**src/rtl/brms_pkg.sv**
```systemverilog
// Package for the bucketed RMS level meter: field widths, rate limits and
// the transaction payload types. Depends on nothing.
package brms_pkg;

  localparam int SAMPLE_W = 16;
  localparam int RATE_W = 18;
  localparam int BNUM_W = 12;
  localparam int FRAMES_W = 14;
  localparam int RMS_W = 17;

  localparam int RATE_MAX = 192000;
  localparam int RATE_RESET = 48000;

  // Bucket lengths advance by a remainder modulo this base.
  localparam int MOD_BASE = 1000;
  localparam int REM_W = 10;

  // 4*sum/frames never exceeds 4*2^30, so the quotient needs 33 bits.
  localparam int QUO_W = 33;
  localparam int ROOT_ITERS = 17;
  localparam int SREM_W = 19;

  localparam int DEF_MAX_BUCKETS = 4096;
  localparam int DEF_BUCKET_MS = 50;

  typedef struct packed {
    logic signed [SAMPLE_W-1:0] sample;
    logic                       last_of_block;
  } brms_in_t;

  typedef struct packed {
    logic [BNUM_W-1:0]   bucket_number;
    logic [FRAMES_W-1:0] frames_in_bucket;
    logic [RMS_W-1:0]    rms_level;
  } brms_out_t;

endpackage

```
**src/rtl/bucketed_rms_level_meter_unit.sv**
```systemverilog
// Top level of the bucketed RMS level meter: serial squarer, accumulator,
// restoring divider and digit-by-digit square root. Depends on brms_pkg.
//
// Each accepted sample is squared by a shift-add multiplier that takes one
// multiplier bit per cycle; a sample that does not close a bucket then
// passes the check state before the block returns to idle for the next one.
// A sample that closes a bucket adds a restoring division of 4*sum by the
// frame count (one quotient bit per cycle), a square root that first loads
// its operand and then retires two operand bits per cycle, and a load of
// the result register.
// The result register holds one finished transaction, so the next sample is
// taken while a result still waits; a second bucket end waits for it to go.
// After reset and after each sample_rate write, the bucket stride is divided
// by 1000 one bit per cycle, and in_stall stays high until that division ends.
module bucketed_rms_level_meter_unit #(
  parameter int MAX_BUCKETS = brms_pkg::DEF_MAX_BUCKETS,
  parameter int BUCKET_MS = brms_pkg::DEF_BUCKET_MS
) (
  input  logic                          clk,
  input  logic                          rst_n,
  input  logic                          in_valid,
  output logic                          in_stall,
  input  brms_pkg::brms_in_t            in_data,
  output logic                          out_valid,
  input  logic                          out_stall,
  output brms_pkg::brms_out_t           out_data,
  input  logic                          cfg_we,
  input  logic [brms_pkg::RATE_W-1:0]   cfg_wdata
);
  import brms_pkg::*;

  localparam int STRIDE_W = $clog2(RATE_MAX * BUCKET_MS + 1);
  localparam int LEN_W = $clog2(RATE_MAX * BUCKET_MS / MOD_BASE + 2);
  localparam int SUM_W = 2 * SAMPLE_W - 2 + LEN_W;
  localparam int DIV_W = SUM_W + 2;
  localparam int CNT_W = $clog2(DIV_W);
  localparam int BKT_W = $clog2(MAX_BUCKETS + 1);
  localparam int MCAND_W = 2 * SAMPLE_W - 1;

  typedef enum logic [2:0] {
    ST_CFG_LOAD,
    ST_CFG_DIV,
    ST_IDLE,
    ST_MUL,
    ST_CHK,
    ST_DIV,
    ST_SQRT,
    ST_OUT
  } state_t;

  state_t                state_r;
  logic [CNT_W-1:0]      cnt_r;
  logic [RATE_W-1:0]     rate_r;
  logic [STRIDE_W-1:0]   cdiv_r;
  logic [REM_W-1:0]      crem_r;
  logic [REM_W-1:0]      lrem_r;
  logic [BKT_W-1:0]      bucket_r;
  logic [LEN_W-1:0]      frame_r;
  logic [SUM_W-1:0]      sum_r;
  logic [SAMPLE_W-1:0]   mplier_r;
  logic [MCAND_W-1:0]    mcand_r;
  logic [DIV_W-1:0]      div_r;
  logic [LEN_W-1:0]      drem_r;
  logic [2*ROOT_ITERS-1:0] sq_op_r;
  logic [RMS_W-1:0]      root_r;
  logic [SREM_W-1:0]     srem_r;
  logic                  out_valid_r;
  brms_out_t             out_data_r;

  logic [RATE_W-1:0]     rate_clamped;
  logic [REM_W:0]        crem_trial;
  logic [REM_W:0]        lrem_sum;
  logic                  len_carry;
  logic [LEN_W:0]        len_raw;
  logic [LEN_W:0]        bucket_len;
  logic [LEN_W:0]        frame_inc;
  logic [LEN_W:0]        drem_trial;
  logic [SREM_W+1:0]     srem_trial;
  logic [SREM_W+1:0]     root_trial;
  logic [SAMPLE_W-1:0]   in_mag;
  logic                  exhausted;

  always_comb begin
    if (cfg_wdata == '0) begin
      rate_clamped = RATE_W'(1);
    end else if (cfg_wdata > RATE_W'(RATE_MAX)) begin
      rate_clamped = RATE_W'(RATE_MAX);
    end else begin
      rate_clamped = cfg_wdata;
    end
  end

  assign crem_trial = {crem_r, cdiv_r[STRIDE_W-1]};

  assign lrem_sum = {1'b0, lrem_r} + {1'b0, crem_r};
  assign len_carry = (lrem_sum >= (REM_W+1)'(MOD_BASE));
  assign len_raw = {1'b0, cdiv_r[LEN_W-1:0]} + (LEN_W+1)'(len_carry);
  assign bucket_len = (len_raw == '0) ? (LEN_W+1)'(1) : len_raw;
  assign frame_inc = {1'b0, frame_r} + (LEN_W+1)'(1);

  assign drem_trial = {drem_r, div_r[DIV_W-1]};

  assign srem_trial = {srem_r, sq_op_r[2*ROOT_ITERS-1 -: 2]};
  assign root_trial = (SREM_W+2)'({root_r, 2'b01});

  assign in_mag = in_data.sample[SAMPLE_W-1] ? SAMPLE_W'(-in_data.sample)
                                             : SAMPLE_W'(in_data.sample);
  assign exhausted = (bucket_r >= BKT_W'(MAX_BUCKETS));

  assign in_stall = (state_r != ST_IDLE);
  assign out_valid = out_valid_r;
  assign out_data = out_data_r;

  always_ff @(posedge clk) begin
    if (!rst_n) begin
      state_r <= ST_CFG_LOAD;
      cnt_r <= '0;
      rate_r <= RATE_W'(RATE_RESET);
      lrem_r <= '0;
      bucket_r <= '0;
      frame_r <= '0;
      sum_r <= '0;
      out_valid_r <= 1'b0;
    end else begin
      if (out_valid_r && !out_stall && (state_r != ST_OUT)) begin
        out_valid_r <= 1'b0;
      end
      if (cfg_we) begin
        rate_r <= rate_clamped;
        lrem_r <= '0;
        bucket_r <= '0;
        frame_r <= '0;
        sum_r <= '0;
        state_r <= ST_CFG_LOAD;
      end else begin
        case (state_r)
          ST_CFG_LOAD: begin
            cdiv_r <= STRIDE_W'(STRIDE_W'(rate_r) * STRIDE_W'(BUCKET_MS));
            crem_r <= '0;
            cnt_r <= '0;
            state_r <= ST_CFG_DIV;
          end
          ST_CFG_DIV: begin
            if (crem_trial >= (REM_W+1)'(MOD_BASE)) begin
              crem_r <= REM_W'(crem_trial - (REM_W+1)'(MOD_BASE));
              cdiv_r <= {cdiv_r[STRIDE_W-2:0], 1'b1};
            end else begin
              crem_r <= crem_trial[REM_W-1:0];
              cdiv_r <= {cdiv_r[STRIDE_W-2:0], 1'b0};
            end
            cnt_r <= cnt_r + CNT_W'(1);
            if (cnt_r == CNT_W'(STRIDE_W - 1)) begin
              state_r <= ST_IDLE;
            end
          end
          ST_IDLE: begin
            if (in_valid && !exhausted) begin
              mplier_r <= in_mag;
              mcand_r <= MCAND_W'(in_mag);
              cnt_r <= '0;
              state_r <= ST_MUL;
            end
          end
          ST_MUL: begin
            if (mplier_r[0]) begin
              sum_r <= sum_r + SUM_W'(mcand_r);
            end
            mplier_r <= mplier_r >> 1;
            mcand_r <= mcand_r << 1;
            cnt_r <= cnt_r + CNT_W'(1);
            if (cnt_r == CNT_W'(SAMPLE_W - 1)) begin
              state_r <= ST_CHK;
            end
          end
          ST_CHK: begin
            frame_r <= frame_inc[LEN_W-1:0];
            if (frame_inc >= bucket_len) begin
              div_r <= {sum_r, 2'b00};
              drem_r <= '0;
              cnt_r <= '0;
              state_r <= ST_DIV;
            end else begin
              state_r <= ST_IDLE;
            end
          end
          ST_DIV: begin
            if (drem_trial >= {1'b0, frame_r}) begin
              drem_r <= LEN_W'(drem_trial - {1'b0, frame_r});
              div_r <= {div_r[DIV_W-2:0], 1'b1};
            end else begin
              drem_r <= drem_trial[LEN_W-1:0];
              div_r <= {div_r[DIV_W-2:0], 1'b0};
            end
            if (cnt_r == CNT_W'(DIV_W - 1)) begin
              cnt_r <= '0;
              state_r <= ST_SQRT;
            end else begin
              cnt_r <= cnt_r + CNT_W'(1);
            end
          end
          ST_SQRT: begin
            if (cnt_r == '0) begin
              sq_op_r <= (2*ROOT_ITERS)'(div_r[QUO_W-1:0]);
              root_r <= '0;
              srem_r <= '0;
              cnt_r <= CNT_W'(1);
            end else begin
              if (srem_trial >= root_trial) begin
                srem_r <= SREM_W'(srem_trial - root_trial);
                root_r <= {root_r[RMS_W-2:0], 1'b1};
              end else begin
                srem_r <= SREM_W'(srem_trial);
                root_r <= {root_r[RMS_W-2:0], 1'b0};
              end
              sq_op_r <= sq_op_r << 2;
              cnt_r <= cnt_r + CNT_W'(1);
              if (cnt_r == CNT_W'(ROOT_ITERS)) begin
                state_r <= ST_OUT;
              end
            end
          end
          ST_OUT: begin
            if (!out_valid_r || !out_stall) begin
              out_valid_r <= 1'b1;
              out_data_r.bucket_number <= BNUM_W'(bucket_r);
              out_data_r.frames_in_bucket <= FRAMES_W'(frame_r);
              out_data_r.rms_level <= root_r;
              bucket_r <= bucket_r + BKT_W'(1);
              frame_r <= '0;
              sum_r <= '0;
              lrem_r <= len_carry ? REM_W'(lrem_sum - (REM_W+1)'(MOD_BASE))
                                  : lrem_sum[REM_W-1:0];
              state_r <= ST_IDLE;
            end
          end
          default: begin
            state_r <= ST_CFG_LOAD;
          end
        endcase
      end
    end
  end

endmodule

```
**config.mk**
```make
export PLATFORM = sky130hd
export DESIGN_NAME = bucketed_rms_level_meter_unit
export DESIGN_NICKNAME = d
export VERILOG_FILES = /design/src/rtl/brms_pkg.sv /design/src/rtl/bucketed_rms_level_meter_unit.sv
export SDC_FILE = /design/constraint.sdc
export NUM_CORES = 1
export LEC_CHECK = 0
export BUFFER_PORTS_ARGS = -buffer_cell sky130_fd_sc_hd__buf_4
export CORE_MARGIN = 8
export CORE_UTILIZATION = 45
export DETAILED_ROUTE_END_ITERATION = 10
export PLACE_DENSITY = 0.66
export SETUP_SLACK_MARGIN = 0.15
export SLEW_MARGIN = 5
export SYNTH_ARGS = -nofsm -noshare
export SYNTH_HDL_FRONTEND = slang
export SYNTH_SLANG_ARGS = --single-unit
```
**constraint.sdc**
```tcl
create_clock -name clk -period 12.1 [get_ports clk]
set_input_delay 1.21 -clock clk [delete_from_list [all_inputs] [get_ports clk]]
set_output_delay 1.21 -clock clk [all_outputs]
set_load 0.1 [all_outputs]
```
After elaboration in Yosys (flattened, before gate mapping) --
Cells that the tools add are included.
Operators by class: add/sub/neg operators 11, multipliers 1, magnitude comparators 7, eq/ne operators 22, multiplexer cells 45, bitwise operators 2, reductions and logical operators 29
Operator list (count):
- $pmux 46 s2 | 1
- $mux 44 | 2
- $pmux 44 s2 | 1
- $pmux 31 s2 | 1
- $pmux 14 s2 | 2
- $pmux 24 s2 | 1
- $mux 46 | 1
- $add 44x31->44 | 1
- $mux 14 | 3
- $mux 18 | 2
- $pmux 6 s6 | 1
- $mux 33 | 1
- $mux 16 | 2
- $pmux 16 s2 | 1
- $mux 31 | 1
- $mux 3 | 8
- $mux 6 | 4
- $pmux 3 s8 | 1
- $mul 18x5->23 const B | 1
- $ge 11x10->1 const B | 2
- $ge 21x19->1 | 1
- $mux 10 | 2
- $pmux 10 s2 | 1
- $sub 10x10->10 const B | 2
- 39 further kinds | 74
Storage, ports and cells: flip-flop bits (word level) 363, input port bits 40, output and inout port bits 45, logic and storage cells 139

Logic depth before layout (Yosys ltp) --
Gate-level depths: netlist of the first run.
depth after elaboration 8, mapped depth 28, depth with buffers taken out 27

Worst setup path after synthesis of the first run --
No wires, ideal clock.
kind register -> register, start register crem_r[0], end register div_r[0], enable pin, library setup time 552 ps, data arrival time 9030 ps, data required time 11548 ps, setup slack 2518 ps, stages on the path, launching flop included 27, buffers on the path 0, period minus slack after synthesis 9582 ps, cell sequence edfxtp_1 ha_1 fa_1 a21o_1 a21oi_1 xor2_1 or3b_2 a32oi_1 nand2_1 nand2_1 ha_1 ha_1 nand2_1 nor3_1 and3_1 xnor2_1 nand3_1 nor3_1 a31o_2 ha_1 nand2b_1 a21o_1 a21oi_1 o211a_1 o31ai_2 nor2_1 nor3_1
Between the ends: cells in the longest elaborated chain, start to end 8
RTL lines:
- start, declared | line bucketed_rms_level_meter_unit.sv:55 | logic [REM_W-1:0] crem_r;
- start signal, assigned | line bucketed_rms_level_meter_unit.sv:145 | crem_r <= REM_W'(crem_trial - (REM_W+1)'(MOD_BASE));
- start signal, assigned | line bucketed_rms_level_meter_unit.sv:148 | crem_r <= crem_trial[REM_W-1:0];
- $add 10x10->11 * | line bucketed_rms_level_meter_unit.sv:95 | assign lrem_sum = {1'b0, lrem_r} + {1'b0, crem_r};
- $ge 11x10->1 * | line bucketed_rms_level_meter_unit.sv:96 | assign len_carry = (lrem_sum >= (REM_W+1)'(MOD_BASE));
- $add 14x1->15 * | line bucketed_rms_level_meter_unit.sv:97 | assign len_raw = {1'b0, cdiv_r[LEN_W-1:0]} + (LEN_W+1)'(len_carry);
- $logic_not 15->1 | line bucketed_rms_level_meter_unit.sv:98 | assign bucket_len = (len_raw == '0) ? (LEN_W+1)'(1) : len_raw;
- $mux 15 * | line bucketed_rms_level_meter_unit.sv:98
- $ge 15x15->1 * | line bucketed_rms_level_meter_unit.sv:177 | if (frame_inc >= bucket_len) begin
- $ne 2x2->1 (no line) *
- $reduce_and 4->1 (no line) *
- end signal, assigned | line bucketed_rms_level_meter_unit.sv:178 | div_r <= {sum_r, 2'b00};
- end signal, assigned | line bucketed_rms_level_meter_unit.sv:189 | div_r <= {div_r[DIV_W-2:0], 1'b1};
- end signal, assigned | line bucketed_rms_level_meter_unit.sv:192 | div_r <= {div_r[DIV_W-2:0], 1'b0};
- end, declared | line bucketed_rms_level_meter_unit.sv:62 | logic [DIV_W-1:0] div_r;
Every way passes the cells marked *; elsewhere a longest branch is shown, timed or not. A chain may end at the register's enable or synchronous reset.

Final worst setup path of the first run --
start register crem_r[0], end register div_r[22], enable pin
Same word-level chain as after synthesis.

==> results of run 1 <==
## worst max-delay path, stage by stage, from the launching register on
cell	delay [ps]
edfxtp_1	410
ha_1	250
fa_1	420
a21o_1	230
a21oi_1	180
xor2_1	280
or3b_2	490
a32oi_1	240
nand2_1	190
nand2_1	190
ha_1	170
ha_1	230
nand2_1	90
nor3_1	340
and3_1	220
xnor2_1	100
nand3_1	100
nor3_1	50
a31o_2	240
ha_1	260
nand2b_1	90
a21o_1	120
a21oi_1	60
o211a_1	240
o31ai_2	410
nor2_1	90
nor3_2	120
buf_4	680
## final cells by class
| cell class | count | area, um^2 | share of cell area, % |
|---|---|---|---|
| clock buffers | 59 | 1180 | 4.88 |
| clock inverters | 16 | 184 | 0.763 |
| inverters | 149 | 559 | 2.32 |
| multi-input cells | 1673 | 10900 | 45.0 |
| flip-flops and latches | 363 | 9810 | 40.7 |
| well taps | 615 | 769 | 3.19 |
| repair buffers | 99 | 743 | 3.08 |
## path summary, 6_finish.rpt
check                          start                    end  cells past startpoint
max          crem_r[0]$_SDFFCE_PN0P_    div_r[22]$_DFFE_PP_                     27
min          root_r[9]$_SDFFCE_PP0P_  out_data[9]$_DFFE_PP_                      0
max reg2reg  crem_r[0]$_SDFFCE_PN0P_    div_r[22]$_DFFE_PP_                     27
min reg2reg  root_r[9]$_SDFFCE_PP0P_  out_data[9]$_DFFE_PP_                      0
## through the flow
stage / total power [mW] / area [um^2] / worst slack (ps) / util (%) / hold slack (ps)
6_report: 2.94 / 24100 / 5220 / 50.8 / 448
5_1_grt: 3.07 / 24100 / 4850 / 50.8 / 462
4_1_cts: 2.98 / 24100 / 5230 / 50.8 / 451
3_5_place_dp: 1.71 / 22700 / 5230 / 47.9 / 436
3_3_place_gp: 1.71 / 22700 / 5300 / 47.9 / 437
2_1_floorplan: 1.64 / 21500 / 2520 / - / 426
## state kept, by name, summed over array words and instances, names as in the netlist, 18 cells and up
register / count
div_r: 46
sum_r: 44
out_data: 43
sq_op_r: 34
mcand_r: 31
cdiv_r: 24
srem_r: 19
rate_r: 18
## layer usage
metal | vias up | track usage, % | wire (um)
met1 | 7828 | 22.1 | 21700
met2 | 309 | 29.3 | 22200
met4 | 0 | 5.88 | 1150
met3 | 82 | 2.43 | 2060
met5 | - | 0 | 0
li1 | 8190 | - | -
## where the power goes
group / internal [mW] / switching (mW) / leakage [nW] / total, mW
Combinational: 0.136 / 0.185 / 6.17 / 0.320
Clock: 0.761 / 0.496 / 0.665 / 1.26
Sequential: 1.35 / 0.0149 / 3.26 / 1.37
Total: 2.25 / 0.695 / 10.1 / 2.94
## cells in the mapped netlist (all sizes together), types with 18 or more instances
| master | count | area, um^2 |
|---|---|---|
| mux2i | 37 | 370 |
| a21oi | 125 | 626 |
| nand4 | 19 | 119 |
| a211oi | 18 | 173 |
| and3 | 51 | 319 |
| o21a | 35 | 263 |
| xnor2 | 68 | 596 |
| clkbuf | 53 | 199 |
| and2 | 34 | 213 |
| a21o | 42 | 317 |
| o21ai | 94 | 470 |
| or3 | 22 | 138 |
| nor2 | 191 | 729 |
| a22oi | 18 | 135 |
| edfxtp | 254 | 7630 |
| nand2 | 386 | 1450 |
| nor3 | 44 | 220 |
| ha | 159 | 1990 |
| buf | 18 | 103 |
| inv | 149 | 559 |
| nand3 | 59 | 300 |
| dfxtp | 109 | 2180 |
| xor2 | 44 | 385 |
## logic make-up after synthesis
family	count (synthesis)
compound gates	461
xor+xnor	112
fa+ha+maj	175
buf+inv	220
flops	363
mux	41
simple gates	884
## placed cells by master, fill, tap and decap left out, types with 18 or more instances in the layout
cell         n
ha_1       159
and3_1      51
nand2_1    386
o21ai_0     86
a22oi_1     18
nand3_1     58
xnor2_1     68
nor3_1      41
or3_1       22
edfxtp_1   254
clkbuf_16   43
mux2i_1     37
nor2_1     184
and2_1      33
nand4_1     19
a21oi_1    124
buf_4       99
o21a_1      35
dfxtp_1    109
inv_1      147
xor2_1      44
a21o_1      41
==> run summary, run 1 <==
status -> finished clean
fin cells -> 2974
Synth Area in XOR/XNOR -> 4.57%
Tightest Hold Check Type -> reg -> reg
io pins -> 85
vias in the first global route -> 16000
Die Height -> 234 um
number of diodes -> 0
DRC viols -> 0
VDD IR max -> 0.0983 mV
mux cell area share after synthesis -> 1.93%
Synth Flop Type -> edfxtp_1
Post-synth EDFFs -> 254
Seq/Total Area, Yosys -> 45.7%
final hold violations -> 0
grt ovf -> 0
cell area power density -> 122 nW/um^2
simple-gate share of the synthesized area -> 18.8%
Row Count -> 80
initial antenna violation count -> 1
Rel. slew slack -> 20.5%
Synth Area in Adders -> 10.8%
MaxCap Viol Count -> 0
fmax -> 145 MHz
Initial Util -> 45.3%
Via-to-Cell Ratio -> 5.52
Fillers -> 4425
antenna viol nets, final -> 0
largest net degree at the start of global routing -> 71
CTS tree -> done
Core Region -> 47400 um^2
first-pass GRT wire length -> 78.2 mm
setup TNS -> 0 ps
CTS H-tree depth -> 2
Die Span X -> 234 um
root cell of the clock tree -> clkbuf_16
Final Cycle Share -> 56.9%
R2R setup slack -> 5220 ps
die area -> 55000 um^2
YS warnings -> 0
GP Congestion -> 0.827
Layout area overhead -> 12.2%
cts repair resizes -> 0
kind of critical path -> reg -> reg
Net Count, Synth -> 2471
max-slew violations -> 0
Post-CTS Hold Fix Bufs -> 0
crit path time final -> 6880 ps
Worst Path Arrival -> 7060 ps
Post-synth ARST share -> 0%
Clock Skews -> 20.5 ps
CTS buffer count -> 41
final setup violation count -> 0
DRT Pass-1 Iters -> 5
initial drt markers -> 1038
port bufs -> 83
Worst Path Required -> 12280 ps
WL per Instance -> 15.8 um
nets -> 2542
clock sink count -> 363
DR vias -> 16400
Startpoint Class -> register
crit-path max FO -> 60
unrepaired setup endpoints after global routing -> false
CTS max path bufs -> 3
placed cell count -> 2899
Compound-Gate Fraction of Synth Area -> 14.3%
Clk Latency, worst-skew pair -> 560 ps
Detail Placement HPWL -> 33.5 mm
Clock transition at path regs -> 60 ps
postcts setup bufs -> 0
Routed WL -> 47.1 mm
worst-margin pin slew -> 1190 ps
synth unique cells -> 87
GRT Total Usage -> 17.1%
share of layout cells above drive strength 1 -> 8.65%
Cell Area, Synth -> 21500 um^2
P_leak -> 10.1 nW
Syn Inst Count -> 2256
Synth Area per Inst -> 9.52 um^2
number of synthesized register bits -> 363
Crit. End Element -> register
largest family of logic cells by synthesized area -> simple AND/OR/NAND/NOR gates
Power figures use the tool's default switching activity.
==> run 2, diff against run 1 <==
Settings changed: ABC_AREA set to 1.
Clock period 12.1 ns to 6.55 ns, I/O delays scaled along.
==> run 2 against run 1 <==
Against the previous run:
- non-clock buffer count increased by 7
- synthesized cell count is 21% higher
- sequential share of layout area shrank 1.2 points
- cell count is 18% higher
- global-route usage increased by 0.86 points
- setup slack got worse by 4500 ps
- critical endpoint is now div_r[11]$_DFFE_PP_
- highest routed layer unchanged
==> run summary, run 2 <==
status -> finished clean
Net Count, Synth -> 2953 (+20%)
GRT Total Usage -> 18.0% (+0.86 points)
unrepaired setup endpoints after global routing -> false
antenna viol nets, final -> 0 (unchanged)
port bufs -> 83 (unchanged)
DRC viols -> 0 (unchanged)
Post-synth EDFFs -> 254 (unchanged)
Initial Util -> 45.4% (+0.15 points)
die area -> 56600 um^2 (+2.9%)
Post-synth top cells -> nand2_1, inv_1, edfxtp_1, nor2_1, o21ai_0
Startpoint Class -> register
root cell of the clock tree -> clkbuf_16
final setup violation count -> 0 (unchanged)
Synth Area per Inst -> 8.09 um^2 (-15%)
Detail Placement HPWL -> 37.8 mm (+13%)
YS warnings -> 0 (unchanged)
Clock transition at path regs -> 60 ps (about the same)
MaxCap Viol Count -> 0 (unchanged)
most frequent cells in the layout -> nand2_1, inv_1, edfxtp_1, o21ai_0, nor2_1
switch share -> 25.3% (+1.6 points)
placed cell count -> 3432 (+18%)
Crit. End Element -> register
Routed WL -> 51.4 mm (+9.1%)
Min Hold Slack -> 376 ps (-72.4 ps)
Worst Path Arrival -> 6030 ps (-1030 ps)
Synth Flop Type -> edfxtp_1
Tightest Hold Check Type -> in -> reg
commonest non-fill, non-tap cell in the layout -> nand2_1
CTS max path bufs -> 3 (unchanged)
initial drt markers -> 1286 (+24%)
sequential power share -> 47.0% (+0.6 points)
cell count along the critical path -> 33 (+22%)
DRT Pass-1 Iters -> 5 (unchanged)
Clk Latency, worst-skew pair -> 550 ps (about the same)
Fillers -> 4621 (+4.4%)
final cell utilization of the core -> 51.0% (+0.19 points)
Seq/Total Area, Yosys -> 44.3% (-1.4 points)
cell family with most CP delay -> simple AND/OR/NAND/NOR gates
io pins -> 85 (unchanged)
Die Span X -> 238 um (+1.4%)
Clk pwr share -> 40.9% (-1.8 points)
NetSw -> 1.36 mW (+96%)
Final Cycle Share -> 88.3% (+31 points)
Synth top area share -> 34.5% (-1.1 points)
final hold violations -> 0 (unchanged)
fin cells -> 3513 (+18%)
Hold Path Depth -> 3 (+3)
Syn Inst Count -> 2738 (+21%)
first-pass GRT wire length -> 86.0 mm (+10%)
setup TNS -> 0 ps (unchanged)
Power Internal -> 4.04 mW (+80%)
number of synthesized register bits -> 363 (unchanged)
number of flip-flops in the largest register -> 46 (unchanged)
Max stage delay on crit path -> 450 ps (-230 ps)
worst-margin pin slew -> 1200 ps (+15.1 ps)
DR vias -> 18200 (+11%)
Rel. slew slack -> 19.5% (-1.0 points)
share of layout cells above drive strength 1 -> 7.34% (-1.3 points)
Core Region -> 48700 um^2 (+2.7%)
synth unique cells -> 53 (-39%)
nets -> 3034 (+19%)
Buf+Inv Stages, Crit Path -> 4 (+3)
Via-to-Cell Ratio -> 5.18 (-6.1%)
max-slew violations -> 0 (unchanged)
register area -> 9810 um^2 (unchanged)
CTS tree -> done
fmax -> 173 MHz (+19%)
Die Height -> 238 um (+1.4%)
most common cell in the netlist -> nand2_1
P_leak -> 10.7 nW (+5.8%)
Post-synth ARST share -> 0% (unchanged)
WL per Instance -> 14.6 um (-7.6%)
initial antenna violation count -> 0 (-1)
Layout area overhead -> 12.2% (about the same)
Pwr Total -> 5.40 mW (+84%)
Biggest register -> div_r
slowest cell on the critical path -> fa_1
clock sink count -> 363 (unchanged)
kind of critical path -> reg -> reg
Worst Path Required -> 6800 ps (-5480 ps)
largest area contributor in the netlist -> edfxtp_1
crit path time final -> 5780 ps (-1100 ps)
GP Congestion -> 0.904 (+9.2%)
cell area power density -> 217 nW/um^2 (+78%)
CTS H-tree depth -> 2 (unchanged)
VDD IR max -> 0.141 mV (+44%)
Combinational Power Share -> 12.1% (+1.2 points)
Reg2Reg Depth -> 33 (+22%)
Row Count -> 81 (+1.3%)
dominant cells by area after synthesis -> edfxtp_1, nand2_1, dfxtp_1, ha_1, inv_1
Cell Area, Synth -> 22100 um^2 (+3.1%)
CTS buffer count -> 41 (unchanged)
number of diodes -> 0 (unchanged)
Clock Skews -> 12.9 ps (-7.61 ps)
footprint of the multi-input gates -> 10600 um^2 (-2.5%)
vias in the first global route -> 17600 (+9.4%)
largest net degree at the start of global routing -> 97 (+37%)
grt ovf -> 0 (unchanged)
crit-path max FO -> 30 (-50%)
-- run 2: power by group through the flow --
stage / Combinational, mW / Sequential, mW / Clock (mW)
floorplan: 0.489 / 2.58 / 0
global placement: 0.633 / 2.59 / 0
detailed placement: 0.648 / 2.59 / 0
CTS: 0.654 / 2.54 / 2.26
global route: 0.752 / 2.54 / 2.35
finish: 0.651 / 2.54 / 2.21
-- run 2: metal layers --
layer  routed length, um  global-route usage (%)  vias up
met2               23000                    28.7      395
met4                 973                    4.89        0
met1               25000                    25.4     8464
met5                   0                       0        -
met3                2480                    2.60       66
li1                    -                       -     9278
-- run 2: cells by family after synthesis --
logic type / synth area share, %
AO/OA/AOI/OAI: 13.1
XOR/XNOR: 2.85
adder cells (fa/ha/maj): 10.4
buffers and inverters: 8.17
flip-flops: 44.3
AND/OR/NAND/NOR: 21.1
-- run 2: stage by stage --
| step | worst slack, ps | area (um^2) |
|---|---|---|
| 2_1_floorplan | 429 | 22100 |
| 3_3_place_gp | 722 | 23500 |
| 3_5_place_dp | 526 | 23500 |
| 4_1_cts | 506 | 24800 |
| 5_1_grt | 171 | 24900 |
| 6_report | 766 | 24900 |
-- run 2: area by class of cell --
cell class                 instances  share of cell area [%]
tap                              664                    3.34
sequential                       363                    39.5
clock inverter                    17                   0.584
multi-input combinational       1901                    42.6
inverter                         406                    6.13
timing repair buffer             106                    3.30
clock buffer                      56                    4.56
-- run 2: worst reg2reg max path, delay by kind of cell, from the launching register on --
kind / cells / cell delay [ps]
xor+xnor: 1 / 220
fa+ha+maj: 6 / 1500
buf+inv: 4 / 490
flops: 1 / 410
simple gates: 22 / 2850
-- run 2: final timing paths --
check	startpoint	end	slack, ps
min reg2reg	sum_r[38]$_SDFFE_PP0P_	sum_r[38]$_SDFFE_PP0P_	470
max reg2reg	crem_r[0]$_SDFFCE_PN0P_	div_r[11]$_DFFE_PP_	770
min	cfg_wdata[10]	rate_r[10]$_SDFFE_PN0P_	380
max	crem_r[0]$_SDFFCE_PN0P_	div_r[11]$_DFFE_PP_	770
-- run 2: timing repair --
item | in CTS | in global routing
gates resized for setup | 0 | 2
setup endpoints to repair | 0 | 60
endpoints found under the hold margin | 0 | 0
hold buffers | 0 | 0
buffers inserted | 0 | 8
